===== src/sv/sac_pkg.sv =====
// Shared types, codes and helpers for the sunrise alarm controller.
`timescale 1ns / 1ps

package sac_pkg;

  localparam int unsigned LevelW   = 32;
  localparam int unsigned TimeW    = 32;
  localparam int unsigned TimeoutW = 16;
  localparam int unsigned PctW     = 7;
  localparam int unsigned UnitW    = 26;  // widest value of a 32-bit word over 100
  localparam int unsigned CfgIdxW  = 3;

  // Reciprocal of 100 for a 32-bit dividend: exact as (x * Recip100) >> Div100Shift
  localparam logic [30:0] Recip100    = 31'h51EB851F;
  localparam int unsigned Div100Shift = 37;
  localparam int unsigned ProdW       = 63;

  localparam logic [LevelW-1:0]   FullScaleRst     = 32'd65535;
  localparam logic [LevelW-1:0]   AlarmPeakRst     = 32'hFFFF_FFFF;
  localparam logic [LevelW-1:0]   RampIncrementRst = 32'd1;
  localparam logic [TimeoutW-1:0] SoundTimeoutRst  = 16'd600;
  localparam logic [TimeoutW-1:0] LightTimeoutRst  = 16'd1800;
  localparam logic [TimeoutW-1:0] SnoozeSecondsRst = 16'd600;

  localparam logic [LevelW-1:0] Step60 = 32'd60;
  localparam logic [LevelW-1:0] Step45 = 32'd45;
  localparam logic [LevelW-1:0] Step37 = 32'd37;

  typedef enum logic [2:0] {
    MODE_OFF      = 3'd0,
    MODE_SNOOZED  = 3'd1,
    MODE_LIGHTS   = 3'd2,
    MODE_SOUND    = 3'd3,
    MODE_TIMEDOUT = 3'd4
  } mode_e;

  typedef enum logic [2:0] {
    REQ_TICK     = 3'd0,
    REQ_ALARM    = 3'd1,
    REQ_SNOOZE   = 3'd2,
    REQ_STOP     = 3'd3,
    REQ_BUTTON   = 3'd4,
    REQ_SET_LAMP = 3'd5,
    REQ_TIME     = 3'd6
  } req_e;

  typedef enum logic [2:0] {
    STEP_OFF  = 3'd0,
    STEP_FULL = 3'd1,
    STEP_60   = 3'd2,
    STEP_45   = 3'd3,
    STEP_37   = 3'd4
  } step_e;

  typedef enum logic [CfgIdxW-1:0] {
    CFG_FULL_SCALE     = 3'd0,
    CFG_ALARM_PEAK     = 3'd1,
    CFG_RAMP_INCREMENT = 3'd2,
    CFG_SOUND_TIMEOUT  = 3'd3,
    CFG_LIGHT_TIMEOUT  = 3'd4,
    CFG_SNOOZE_SECONDS = 3'd5
  } cfg_idx_e;

  typedef struct packed {
    logic [LevelW-1:0] lamp_drive;
    logic              sound_on;
    logic [2:0]        alarm_mode;
    logic              snooze_set;
    logic [TimeW-1:0]  snooze_until;
    logic              snooze_clear;
  } result_t;

  // Divide by 100 through the reciprocal product, no divider needed.
  function automatic logic [UnitW-1:0] div100(input logic [LevelW-1:0] x);
    logic [ProdW-1:0] prod;
    prod = ProdW'(x) * ProdW'(Recip100);
    return prod[ProdW-1:Div100Shift];
  endfunction

endpackage


===== src/sv/sunrise_alarm_controller.sv =====
// Top level of the sunrise alarm controller: event decode, alarm state and result buffering.
`timescale 1ns / 1ps

//  channel | direction | handshake                  | payload
//  --------+-----------+----------------------------+------------------------------------------
//  in      | inbound   | in_valid_i / in_stall_o    | req_type, now_seconds, button_held, pct
//  out     | outbound  | out_valid_o / out_stall_i  | lamp_drive, sound_on, alarm_mode, snooze_*
//  cfg     | inbound   | cfg_we_i, cfg_idx_i        | cfg_wdata_i (16-bit registers take low half)
//
//  One event per cycle while the input is not stalled: each transfer updates the alarm state at
//  the same edge, which registers its result into the output register, or the skid stage if held.
//  The input stalls only while the skid stage holds a result, i.e. after the output
//  has been stalled with a second result already in flight.
//  Reset (asynchronous, active low) clears the alarm state, empties both result stages
//  and loads the register defaults; there is no clearing pass.
//  The multipliers on the event path take the stored scale unit times lamp percent or a step value;
//  full_scale over 100 is formed once, when full_scale is written or loaded at reset.

module sunrise_alarm_controller (
  input  logic                            clk_i,
  input  logic                            rst_ni,
  // configuration
  input  logic                            cfg_we_i,
  input  logic [sac_pkg::CfgIdxW-1:0]     cfg_idx_i,
  input  logic [sac_pkg::LevelW-1:0]      cfg_wdata_i,
  // events
  input  logic                            in_valid_i,
  output logic                            in_stall_o,
  input  logic [2:0]                      req_type_i,
  input  logic [sac_pkg::TimeW-1:0]       now_seconds_i,
  input  logic                            button_held_i,
  input  logic [sac_pkg::PctW-1:0]        lamp_percent_i,
  // results
  output logic                            out_valid_o,
  input  logic                            out_stall_i,
  output logic [sac_pkg::LevelW-1:0]      lamp_drive_o,
  output logic                            sound_on_o,
  output logic [2:0]                      alarm_mode_o,
  output logic                            snooze_set_o,
  output logic [sac_pkg::TimeW-1:0]       snooze_until_o,
  output logic                            snooze_clear_o
);

  // ---------------------------------------------------------------------------
  // Configuration registers
  // ---------------------------------------------------------------------------
  logic [sac_pkg::LevelW-1:0]   full_scale_q;
  logic [sac_pkg::UnitW-1:0]    unit_q;          // full_scale / 100, kept alongside
  logic [sac_pkg::LevelW-1:0]   alarm_peak_q;
  logic [sac_pkg::LevelW-1:0]   ramp_inc_q;
  logic [sac_pkg::TimeoutW-1:0] sound_timeout_q;
  logic [sac_pkg::TimeoutW-1:0] light_timeout_q;
  logic [sac_pkg::TimeoutW-1:0] snooze_secs_q;

  always_ff @(posedge clk_i or negedge rst_ni) begin
    if (!rst_ni) begin
      full_scale_q    <= sac_pkg::FullScaleRst;
      unit_q          <= sac_pkg::div100(sac_pkg::FullScaleRst);
      alarm_peak_q    <= sac_pkg::AlarmPeakRst;
      ramp_inc_q      <= sac_pkg::RampIncrementRst;
      sound_timeout_q <= sac_pkg::SoundTimeoutRst;
      light_timeout_q <= sac_pkg::LightTimeoutRst;
      snooze_secs_q   <= sac_pkg::SnoozeSecondsRst;
    end else if (cfg_we_i) begin
      unique case (cfg_idx_i)
        sac_pkg::CFG_FULL_SCALE: begin
          full_scale_q <= cfg_wdata_i;
          unit_q       <= sac_pkg::div100(cfg_wdata_i);
        end
        sac_pkg::CFG_ALARM_PEAK:     alarm_peak_q    <= cfg_wdata_i;
        sac_pkg::CFG_RAMP_INCREMENT: ramp_inc_q      <= cfg_wdata_i;
        sac_pkg::CFG_SOUND_TIMEOUT:  sound_timeout_q <= cfg_wdata_i[sac_pkg::TimeoutW-1:0];
        sac_pkg::CFG_LIGHT_TIMEOUT:  light_timeout_q <= cfg_wdata_i[sac_pkg::TimeoutW-1:0];
        sac_pkg::CFG_SNOOZE_SECONDS: snooze_secs_q   <= cfg_wdata_i[sac_pkg::TimeoutW-1:0];
        default: ;  // unknown index: drop the write
      endcase
    end
  end

  // ---------------------------------------------------------------------------
  // Alarm state
  // ---------------------------------------------------------------------------
  sac_pkg::mode_e             mode_q, mode_d;
  sac_pkg::step_e             step_q, step_d;
  logic [sac_pkg::LevelW-1:0] ramp_q, ramp_d;
  logic [sac_pkg::LevelW-1:0] lamp_q, lamp_d;
  logic                       sound_q, sound_d;
  logic [sac_pkg::TimeW-1:0]  start_q, start_d;

  logic                       pulse_set;
  logic                       pulse_clear;
  logic [sac_pkg::TimeW-1:0]  wake_time;
  logic [sac_pkg::TimeW-1:0]  elapsed;
  logic [sac_pkg::LevelW-1:0] unit_w;

  logic in_fire;
  sac_pkg::result_t res_new;

  assign unit_w = sac_pkg::LevelW'(unit_q);

  always_comb begin
    mode_d      = mode_q;
    step_d      = step_q;
    ramp_d      = ramp_q;
    lamp_d      = lamp_q;
    sound_d     = sound_q;
    start_d     = start_q;
    pulse_set   = 1'b0;
    pulse_clear = 1'b0;
    wake_time   = '0;

    unique case (sac_pkg::req_e'(req_type_i))
      sac_pkg::REQ_TICK: begin
        // advance the ramp while at or below the peak, in any active mode
        if (mode_q != sac_pkg::MODE_OFF && ramp_q <= alarm_peak_q) begin
          ramp_d = ramp_q + ramp_inc_q;
          lamp_d = ramp_d;
        end
      end
      sac_pkg::REQ_ALARM: begin
        if (mode_q == sac_pkg::MODE_OFF) begin
          mode_d = sac_pkg::MODE_LIGHTS;
          ramp_d = full_scale_q >> 4;
          lamp_d = ramp_d;
        end else if (mode_q == sac_pkg::MODE_SNOOZED) begin
          mode_d = sac_pkg::MODE_LIGHTS;
        end
      end
      sac_pkg::REQ_SNOOZE: begin
        if (mode_q == sac_pkg::MODE_OFF) begin
          lamp_d = '0;
          ramp_d = '0;
        end else begin
          pulse_set = 1'b1;
          wake_time = now_seconds_i + sac_pkg::TimeW'(snooze_secs_q);
          mode_d    = sac_pkg::MODE_SNOOZED;
        end
        sound_d = 1'b0;
      end
      sac_pkg::REQ_STOP: begin
        lamp_d      = '0;
        ramp_d      = '0;
        sound_d     = 1'b0;
        mode_d      = sac_pkg::MODE_OFF;
        pulse_clear = 1'b1;
      end
      sac_pkg::REQ_BUTTON: begin
        if (mode_q != sac_pkg::MODE_OFF) begin
          if (button_held_i) begin
            // long press: stop the alarm
            lamp_d      = '0;
            ramp_d      = '0;
            sound_d     = 1'b0;
            mode_d      = sac_pkg::MODE_OFF;
            pulse_clear = 1'b1;
          end else begin
            // short press: snooze
            pulse_set = 1'b1;
            wake_time = now_seconds_i + sac_pkg::TimeW'(snooze_secs_q);
            mode_d    = sac_pkg::MODE_SNOOZED;
            sound_d   = 1'b0;
          end
        end else if (button_held_i) begin
          // cycle the bedside lamp brightness
          case (step_q)
            sac_pkg::STEP_FULL: begin
              lamp_d = unit_w * sac_pkg::Step60;
              step_d = sac_pkg::STEP_60;
            end
            sac_pkg::STEP_60: begin
              lamp_d = unit_w * sac_pkg::Step45;
              step_d = sac_pkg::STEP_45;
            end
            sac_pkg::STEP_45: begin
              lamp_d = unit_w * sac_pkg::Step37;
              step_d = sac_pkg::STEP_37;
            end
            sac_pkg::STEP_37: begin
              lamp_d = '0;
              step_d = sac_pkg::STEP_OFF;
            end
            default: begin
              lamp_d = full_scale_q;
              step_d = sac_pkg::STEP_FULL;
            end
          endcase
        end
      end
      sac_pkg::REQ_SET_LAMP: begin
        // percent is not clipped; product wraps to the word width
        lamp_d = sac_pkg::LevelW'(lamp_percent_i) * unit_w;
      end
      default: ;  // time update or unused code: checks below only
    endcase

    // ramp has reached the peak: start the sound
    if (mode_d == sac_pkg::MODE_LIGHTS && ramp_d >= alarm_peak_q) begin
      sound_d = 1'b1;
      start_d = now_seconds_i;
      mode_d  = sac_pkg::MODE_SOUND;
    end

    elapsed = now_seconds_i - start_d;
    if (elapsed > sac_pkg::TimeW'(sound_timeout_q) && mode_d == sac_pkg::MODE_SOUND) begin
      sound_d = 1'b0;
      mode_d  = sac_pkg::MODE_TIMEDOUT;
    end else if (elapsed > sac_pkg::TimeW'(light_timeout_q)
                 && mode_d == sac_pkg::MODE_TIMEDOUT) begin
      lamp_d      = '0;
      ramp_d      = '0;
      sound_d     = 1'b0;
      mode_d      = sac_pkg::MODE_OFF;
      pulse_clear = 1'b1;
    end

    res_new.lamp_drive   = lamp_d;
    res_new.sound_on     = sound_d;
    res_new.alarm_mode   = mode_d;
    res_new.snooze_set   = pulse_set;
    res_new.snooze_until = wake_time;
    res_new.snooze_clear = pulse_clear;
  end

  always_ff @(posedge clk_i or negedge rst_ni) begin
    if (!rst_ni) begin
      mode_q  <= sac_pkg::MODE_OFF;
      step_q  <= sac_pkg::STEP_OFF;
      ramp_q  <= '0;
      lamp_q  <= '0;
      sound_q <= 1'b0;
      start_q <= '0;
    end else if (in_fire) begin
      mode_q  <= mode_d;
      step_q  <= step_d;
      ramp_q  <= ramp_d;
      lamp_q  <= lamp_d;
      sound_q <= sound_d;
      start_q <= start_d;
    end
  end

  // ---------------------------------------------------------------------------
  // Output register with skid stage
  // ---------------------------------------------------------------------------
  logic             out_valid_q, out_valid_d;
  logic             skid_valid_q, skid_valid_d;
  sac_pkg::result_t out_q;
  sac_pkg::result_t skid_q;
  logic             out_fire;
  logic             load_out;
  logic             load_skid;

  assign in_stall_o = skid_valid_q;
  assign in_fire    = in_valid_i & ~skid_valid_q;
  assign out_fire   = out_valid_q & ~out_stall_i;

  always_comb begin
    out_valid_d  = out_valid_q;
    skid_valid_d = skid_valid_q;
    load_out     = 1'b0;
    load_skid    = 1'b0;
    if (out_fire) begin
      out_valid_d = 1'b0;
    end
    if (skid_valid_q) begin
      // refill the output from the skid once the output transfer goes through
      if (out_fire) begin
        out_valid_d  = 1'b1;
        skid_valid_d = 1'b0;
      end
    end else if (in_fire) begin
      if (!out_valid_q || out_fire) begin
        load_out    = 1'b1;
        out_valid_d = 1'b1;
      end else begin
        load_skid    = 1'b1;
        skid_valid_d = 1'b1;
      end
    end
  end

  always_ff @(posedge clk_i or negedge rst_ni) begin
    if (!rst_ni) begin
      out_valid_q  <= 1'b0;
      skid_valid_q <= 1'b0;
    end else begin
      out_valid_q  <= out_valid_d;
      skid_valid_q <= skid_valid_d;
    end
  end

  always_ff @(posedge clk_i) begin
    if (load_out) begin
      out_q <= res_new;
    end else if (skid_valid_q && out_fire) begin
      out_q <= skid_q;
    end
    if (load_skid) begin
      skid_q <= res_new;
    end
  end

  assign out_valid_o    = out_valid_q;
  assign lamp_drive_o   = out_q.lamp_drive;
  assign sound_on_o     = out_q.sound_on;
  assign alarm_mode_o   = out_q.alarm_mode;
  assign snooze_set_o   = out_q.snooze_set;
  assign snooze_until_o = out_q.snooze_until;
  assign snooze_clear_o = out_q.snooze_clear;

endmodule

===== config.mk =====
export PLATFORM = sky130hd
export DESIGN_NAME = sunrise_alarm_controller
export DESIGN_NICKNAME = d
export VERILOG_FILES = /design/src/sv/sac_pkg.sv /design/src/sv/sunrise_alarm_controller.sv
export SDC_FILE = /design/constraint.sdc
export NUM_CORES = 2
export LEC_CHECK = 0
export ABC_CLOCK_PERIOD_IN_PS = 14400
export BUFFER_PORTS_ARGS = -buffer_cell sky130_fd_sc_hd__buf_2
export CORE_ASPECT_RATIO = 1.25
export CORE_UTILIZATION = 41
export CTS_CLUSTER_SIZE = 30
export DETAILED_ROUTE_END_ITERATION = 10
export PLACE_DENSITY = 0.62
export SLEW_MARGIN = 20
export SYNTH_ARGS = -nofsm -noshare
export SYNTH_HDL_FRONTEND = slang
export SYNTH_SLANG_ARGS = --single-unit

===== constraint.sdc =====
create_clock -name clk_i -period 14.4 [get_ports clk_i]
set_input_delay 0.72 -clock clk_i [delete_from_list [all_inputs] [get_ports clk_i]]
set_output_delay 0.72 -clock clk_i [all_outputs]
set_load 0.1 [all_outputs]

=== After elaboration in Yosys (flattened, before gate mapping) ===
Cells that the tools add are included.

* Flip-flop bits (word level): 415
* Bits in latches: 0
* Bits in writable memories: 0
* ROM bits: 0
* Bits of input ports: 83
* Output and inout bits: 72
* Memories: 0

* Add/sub/neg operators: 3
* $mul: 5
* Div/mod/pow operators: 0
* Order comparisons: 4
* Eq/ne operators: 18
* Shifts and indexed selects: 0
* Mux-type cells: 62
* Bitwise logic cells: 5
* Reductions and logical operators: 20

{| class="wikitable"
|+ Operators with widths
! operator !! number
|-
| 32-bit 2-to-1 mux || 19
|-
| 32-bit one-hot mux with 6 select lines || 1
|-
| 32-bit one-hot mux with 5 select lines || 1
|-
| 70-bit 2-to-1 mux || 2
|-
| 32-bit one-hot mux with 4 select lines || 1
|-
| 32-bit by 16-bit > comparator with 1-bit output || 2
|-
| 26-bit by 6-bit multiplier with 32-bit output (second input constant) || 2
|-
| 32-bit one-hot mux with 2 select lines || 1
|-
| 32-bit by 31-bit multiplier with 63-bit output (second input constant) || 1
|-
| 32-bit by 16-bit adder with 32-bit output || 1
|-
| 32-bit adder || 1
|-
| 32-bit >= comparator || 1
|-
| 32-bit less-or-equal comparator || 1
|-
| 7-bit by 26-bit multiplier with 32-bit output || 1
|-
| 32-bit subtractor || 1
|-
| 26-bit by 4-bit multiplier with 30-bit output (second input constant) || 1
|-
| 1-bit 2-to-1 mux || 25
|-
| 3-bit by 2-bit equality test with 1-bit output (second input constant) || 8
|-
| 3-bit one-hot mux with 4 select lines || 2
|-
| 3-bit 2-to-1 mux || 7
|-
| 3-bit equality test (second input constant) || 6
|-
| 3-bit by 1-bit equality test with 1-bit output (second input constant) || 4
|-
| 2-bit AND reduction || 6
|-
| 3-bit zero test || 3
|-
| 10 further kinds || 19
|}

=== Depth between registers and ports, before layout ===
* Depth after elaboration: 13
* Gate-level depth with buffers: 50
* Gate-level depth less buffers: 48

=== Worst setup path before layout ===
No wires, ideal clock.

* Path type: flip-flop to flip-flop
* Start: register ramp_q[6] in the netlist's numbering
* End: register out_q, in the netlist snooze_clear_o (data pin)
* Setup time: 271 ps
* Arrival: 8885 ps
* Setup slack: 5244 ps
* Stages on the path, launching flop included: 37
* Buffers on the path: 3
* Clock period less this slack: 9156 ps
* Path through: dfrtp_1 > ha_1 > a211oi_1 > o211ai_1 > a31oi_1 > nor4_1 > o2111a_1 > o31ai_1 > a21oi_1 > o311a_1 > o31a_1 > nor2_1 > xnor2_1 > a22o_1 > ha_1 > and4_1 > or4b_1 > o31ai_1 > o31a_1 > buf_4 > buf_1 > mux2i_1 > ha_1 > a21o_1 > a2111oi_0 > a211oi_1 > o31a_1 > maj3_1 > a21oi_1 > a21boi_0 > xnor2_1 > a2111o_1 > or4_4 > a2111oi_4 > nand2b_1 > buf_2 > a31oi_1

* Cells in the longest elaborated chain, start to end: 13
* Elaborated cells on any way between the ends: 23

{| class="wikitable"
|+ RTL lines
! what !! line !! source
|-
| start: declaration || sunrise_alarm_controller.sv:85 || <nowiki>logic [sac_pkg::LevelW-1:0] ramp_q, ramp_d;</nowiki>
|-
| start signal: assignment || sunrise_alarm_controller.sv:235 || <nowiki>ramp_q <= ramp_d;</nowiki>
|-
| 32-bit less-or-equal comparator || sunrise_alarm_controller.sv:115 || <nowiki>if (mode_q != sac_pkg::MODE_OFF && ramp_q <= alarm_peak_q) begin</nowiki>
|-
| 1-bit logical AND || sunrise_alarm_controller.sv:115 ||
|-
| 32-bit 2-to-1 mux || sunrise_alarm_controller.sv:115 ||
|-
| 32-bit one-hot mux with 5 select lines (*) || sunrise_alarm_controller.sv:112 || <nowiki>unique case (sac_pkg::req_e'(req_type_i))</nowiki>
|-
| 32-bit >= comparator (*) || sunrise_alarm_controller.sv:197 || <nowiki>if (mode_d == sac_pkg::MODE_LIGHTS && ramp_d >= alarm_peak_q) begin</nowiki>
|-
| 1-bit logical AND (*) || sunrise_alarm_controller.sv:197 ||
|-
| 32-bit 2-to-1 mux || sunrise_alarm_controller.sv:197 ||
|-
| 32-bit subtractor || sunrise_alarm_controller.sv:203 || <nowiki>elapsed = now_seconds_i - start_d;</nowiki>
|-
| 32-bit by 16-bit > comparator with 1-bit output || sunrise_alarm_controller.sv:207 || <nowiki>end else if (elapsed > sac_pkg::TimeW'(light_timeout_q)</nowiki>
|-
| 1-bit logical AND || sunrise_alarm_controller.sv:208 || <nowiki>&& mode_d == sac_pkg::MODE_TIMEDOUT) begin</nowiki>
|-
| 1-bit 2-to-1 mux || sunrise_alarm_controller.sv:207 ||
|-
| 1-bit 2-to-1 mux (*) || sunrise_alarm_controller.sv:204 || <nowiki>if (elapsed > sac_pkg::TimeW'(sound_timeout_q) && mode_d == sac_pkg::MODE_SOUND) begin</nowiki>
|-
| 70-bit 2-to-1 mux (*) || sunrise_alarm_controller.sv:293 || <nowiki>if (load_out) begin</nowiki>
|-
| end signal: assignment || sunrise_alarm_controller.sv:294 || <nowiki>out_q <= res_new;</nowiki>
|-
| end signal: assignment || sunrise_alarm_controller.sv:296 || <nowiki>out_q <= skid_q;</nowiki>
|-
| end: declaration || sunrise_alarm_controller.sv:247 || <nowiki>sac_pkg::result_t out_q;</nowiki>
|}

Mark *: on every way between the ends. The rest lies on a longest branch, timed or not.
A chain may end at the register's enable or synchronous reset.

=== Worst setup path after layout ===
* Start: register ramp_q[6] in the netlist's numbering
* End: register out_q, in the netlist lamp_drive_o[13] (data pin)

* Cells in the longest elaborated chain, start to end: 13
* Elaborated cells on any way between the ends: 25

{| class="wikitable"
|+ RTL lines
! what !! line !! source
|-
| 32-bit less-or-equal comparator || sunrise_alarm_controller.sv:115 ||
|-
| 1-bit logical AND || sunrise_alarm_controller.sv:115 ||
|-
| 32-bit 2-to-1 mux || sunrise_alarm_controller.sv:115 ||
|-
| 32-bit one-hot mux with 5 select lines (*) || sunrise_alarm_controller.sv:112 ||
|-
| 32-bit >= comparator (*) || sunrise_alarm_controller.sv:197 ||
|-
| 1-bit logical AND (*) || sunrise_alarm_controller.sv:197 ||
|-
| 32-bit 2-to-1 mux (*) || sunrise_alarm_controller.sv:197 ||
|-
| net start_d, one bit || sunrise_alarm_controller.sv:88 || <nowiki>logic [sac_pkg::TimeW-1:0] start_q, start_d;</nowiki>
|-
| 32-bit subtractor (*) || sunrise_alarm_controller.sv:203 ||
|-
| 32-bit by 16-bit > comparator with 1-bit output || sunrise_alarm_controller.sv:207 ||
|-
| 1-bit logical AND || sunrise_alarm_controller.sv:208 ||
|-
| 32-bit 2-to-1 mux || sunrise_alarm_controller.sv:207 ||
|-
| 32-bit 2-to-1 mux (*) || sunrise_alarm_controller.sv:204 ||
|-
| 70-bit 2-to-1 mux (*) || sunrise_alarm_controller.sv:293 ||
|}

Mark *: on every way through the listed nets, which the timed path passes. The rest lies on a longest branch.

==> impl_metrics.tcl <==
set metrics [dict create \
    status "complete, no violations" \
    grt_pass1_wl_um 261000 \
    crit_slowest_cell "buf_4" \
    gr-usage-all-layers_pct 25.5 \
    worstPathArrival_ns 11.79 \
    rows 148 \
    cts.htree.levels 2 \
    maxCapViolCount 0 \
    top_layer "met5" \
    crit_type "flip-flop to flip-flop" \
    antenna_found_initial 7 \
    setup_viol 0 \
    worst-path-max-fanout 63 \
    first_iter_violations 3120 \
    dieHeight_um 408 \
    syn_nets 7194 \
    wl_per_cell_um 22.3 \
    dr.pass1.iters 6 \
    antenna_left 0 \
    cts_resized 0 \
    fmax_ghz 0.0873 \
    max_slew.worst_pin.slew_ns 1.16 \
    ctsHoldBuffers 0 \
    skew_ns 0.0164 \
    period_share_pct 79.6 \
    via_per_inst 5.61 \
    cts_made_buffers 45 \
    tns_ns 0 \
    io_pins 155 \
    synth_ff_type "dfrtp_1" \
    post_cts_buffers 0 \
    io_buffers 154 \
    start_util_pct 41.4 \
    grt_pass1_vias 43300 \
    setup_ws_ns 2.94 \
    min_period_ns 11.46 \
    wl_met3_um 8950 \
    yosys_warnings 0 \
    synth_cell_types 89 \
    maxSlewViolCount 0 \
    cp-end-kind "flip-flop" \
    slew_headroom_pct 22.2 \
    root_buffer "clkbuf_16" \
    worstReg2RegStart "ramp_q[6]$_DFFE_PN0P_" \
    wl_met1_um 69600 \
    syn_inst 5723 \
    gp_congestion 0.971 \
    regToRegEndpoint "lamp_drive_o[13]$_DFFE_PP_" \
    clkTransAtPathRegs_ns 0.07 \
    clk_path_buf_depth 3 \
    syn-cell-area_um2 54100 \
    cp-start-kind "flip-flop" \
    drive_gt1_share_pct 8.25 \
    wirelength_um 168000 \
    ys_seq_area_share_pct 20.7 \
    synth_seq_cells 415 \
    dp_slack_ns 3.21 \
    die-area_um2 133000 \
    finalHoldViolCount 0 \
    worstRegToRegCells 42 \
    async_reset_ff_share_pct 66.3 \
    core_area_um2 131000 \
    timing.reg2reg.setup_slack_ns 2.94 \
    die_w_um 327 \
    grt_max_degree 108 \
    fin_nets 7251 \
    wl_met2_um 81900 \
    cts_tree "done" \
    gr-total-overflow 0 \
    clk_latency_ns 0.61 \
    dp_hpwl_um 135000 \
    vias 42300 \
    crit_path_max_incr_delay_ns 0.66 \
    cp.required_ns 14.73 \
    rsz0062_at_grt "no" \
    synth.avg_cell_area_um2 9.45 \
    nFillCells 12600 \
    drc 0 \
    cts_sinks 415 \
    syn_to_final_growth_pct 7.66 \
    hold_path.class "primary input to asynchronous set/reset pin" \
    synth_edf_count 140 \
]
==> area by class of cell <==
cell class | count | area (um^2) | area share [%]
flip-flops and latches | 415 | 11200 | 19.2
diodes | 2 | 5.00 | 0.00860
well taps | 1725 | 2160 | 3.71
clock buffers | 61 | 1240 | 2.13
repair buffers | 212 | 1230 | 2.12
clock inverters | 22 | 225 | 0.387
inverters | 885 | 3320 | 5.71
multi-input cells | 4221 | 38900 | 66.8
==> metal layers <==
metal	vias up	GRT usage (%)
li1	19500	-
met1	21200	32.8
met2	1269	43.4
met3	342	2.96
met4	4	9.93
met5	-	0
==> logic make-up (layout without fill, tap and decap cells) <==
group / Yosys count / in the layout / share of synthesized area, %
XOR/XNOR: 192 / 192 / 3.11
other: 0 / 2 / 0
AO/OA/AOI/OAI: 1229 / 1229 / 14.6
flip-flops: 415 / 415 / 20.7
buffers and inverters: 1087 / 1180 / 7.71
adder cells (fa/ha/maj): 1391 / 1391 / 40.9
multiplexers: 123 / 123 / 2.47
AND/OR/NAND/NOR: 1286 / 1286 / 10.6
==> stage by stage <==
step,instance area (um^2),utilization (%),hold WS [ns],std cells
floorplan,54100,-,0.424,5723
global placement,56700,43.4,0.449,7456
detailed placement,56700,43.5,0.450,7457
CTS,58200,44.6,0.113,7540
global route,58200,44.6,0.142,7541
finish,58200,44.6,0.105,7543
==> critical path: cells and delay by family, from the launching register on <==
| family | cells | cell delay (ns) |
|---|---|---|
| xor gates and xnor gates | 2 | 0.41 |
| adders and majority gates | 5 | 1.52 |
| DFF | 1 | 0.44 |
| AOI/OAI and AO/OA | 22 | 5.70 |
| and+or+nand+nor | 9 | 1.37 |
| buffers and inverters | 4 | 1.68 |
==> layout by cell type, fill, tap and decap left out, types with 70 or more instances in the layout <==
master and instances:
a21oi_1 273, dfrtp_1 208, nand2_1 627, and2_1 70, o31ai_1 86, mux2_2 84
inv_1 885, buf_2 153, a21o_1 96, edfxtp_1 140, xnor2_1 113, ha_1 761
o21ai_0 333, nor2_1 263, xor2_1 78, fa_1 627
==> flip-flops by register name, summed over array words and instances (netlist names), 3 cells and up <==
register / cells
alarm_mode_o: 3
alarm_peak_q: 32
full_scale_q: 32
lamp_drive_o: 32
lamp_q: 32
light_timeout_q: 16
mode_q: 3
ramp_inc_q: 32
ramp_q: 32
skid_q: 70
snooze_secs_q: 16
snooze_until_o: 32
sound_timeout_q: 16
start_q: 32
step_q: 3
unit_q: 26
==> worst max-delay path by stage <==
stage               cells past startpoint                    endpoint                         start
floorplan                              36    snooze_clear_o$_DFFE_PP_         ramp_q[6]$_DFFE_PN0P_
global placement                       42  lamp_drive_o[13]$_DFFE_PP_         ramp_q[6]$_DFFE_PN0P_
detailed placement                     42  lamp_drive_o[13]$_DFFE_PP_         ramp_q[6]$_DFFE_PN0P_
CTS                                    42  lamp_drive_o[13]$_DFFE_PP_         ramp_q[6]$_DFFE_PN0P_
global route                           44  lamp_drive_o[13]$_DFFE_PP_  alarm_peak_q[17]$_DFFE_PN1P_
finish                                 42  lamp_drive_o[13]$_DFFE_PP_         ramp_q[6]$_DFFE_PN0P_
==> cells in the mapped netlist (all sizes together), types with 67 or more instances <==
cell type / n / area share (%)
a21o: 96 / 1.3
a21oi: 276 / 2.6
and2: 71 / 0.82
clkbuf: 167 / 1.2
dfrtp: 208 / 9.6
dfstp: 67 / 3.3
edfxtp: 140 / 7.8
fa: 627 / 23
ha: 761 / 18
inv: 885 / 6.1
mux2: 84 / 1.7
nand2: 629 / 4.4
nor2: 265 / 1.8
o21ai: 337 / 3.1
o31ai: 87 / 1.2
xnor2: 114 / 1.8
xor2: 78 / 1.3
Power is left out: the tool's default activity adds up to more than one toggle a clock period on the data nets, which glitch-free logic cannot reach.
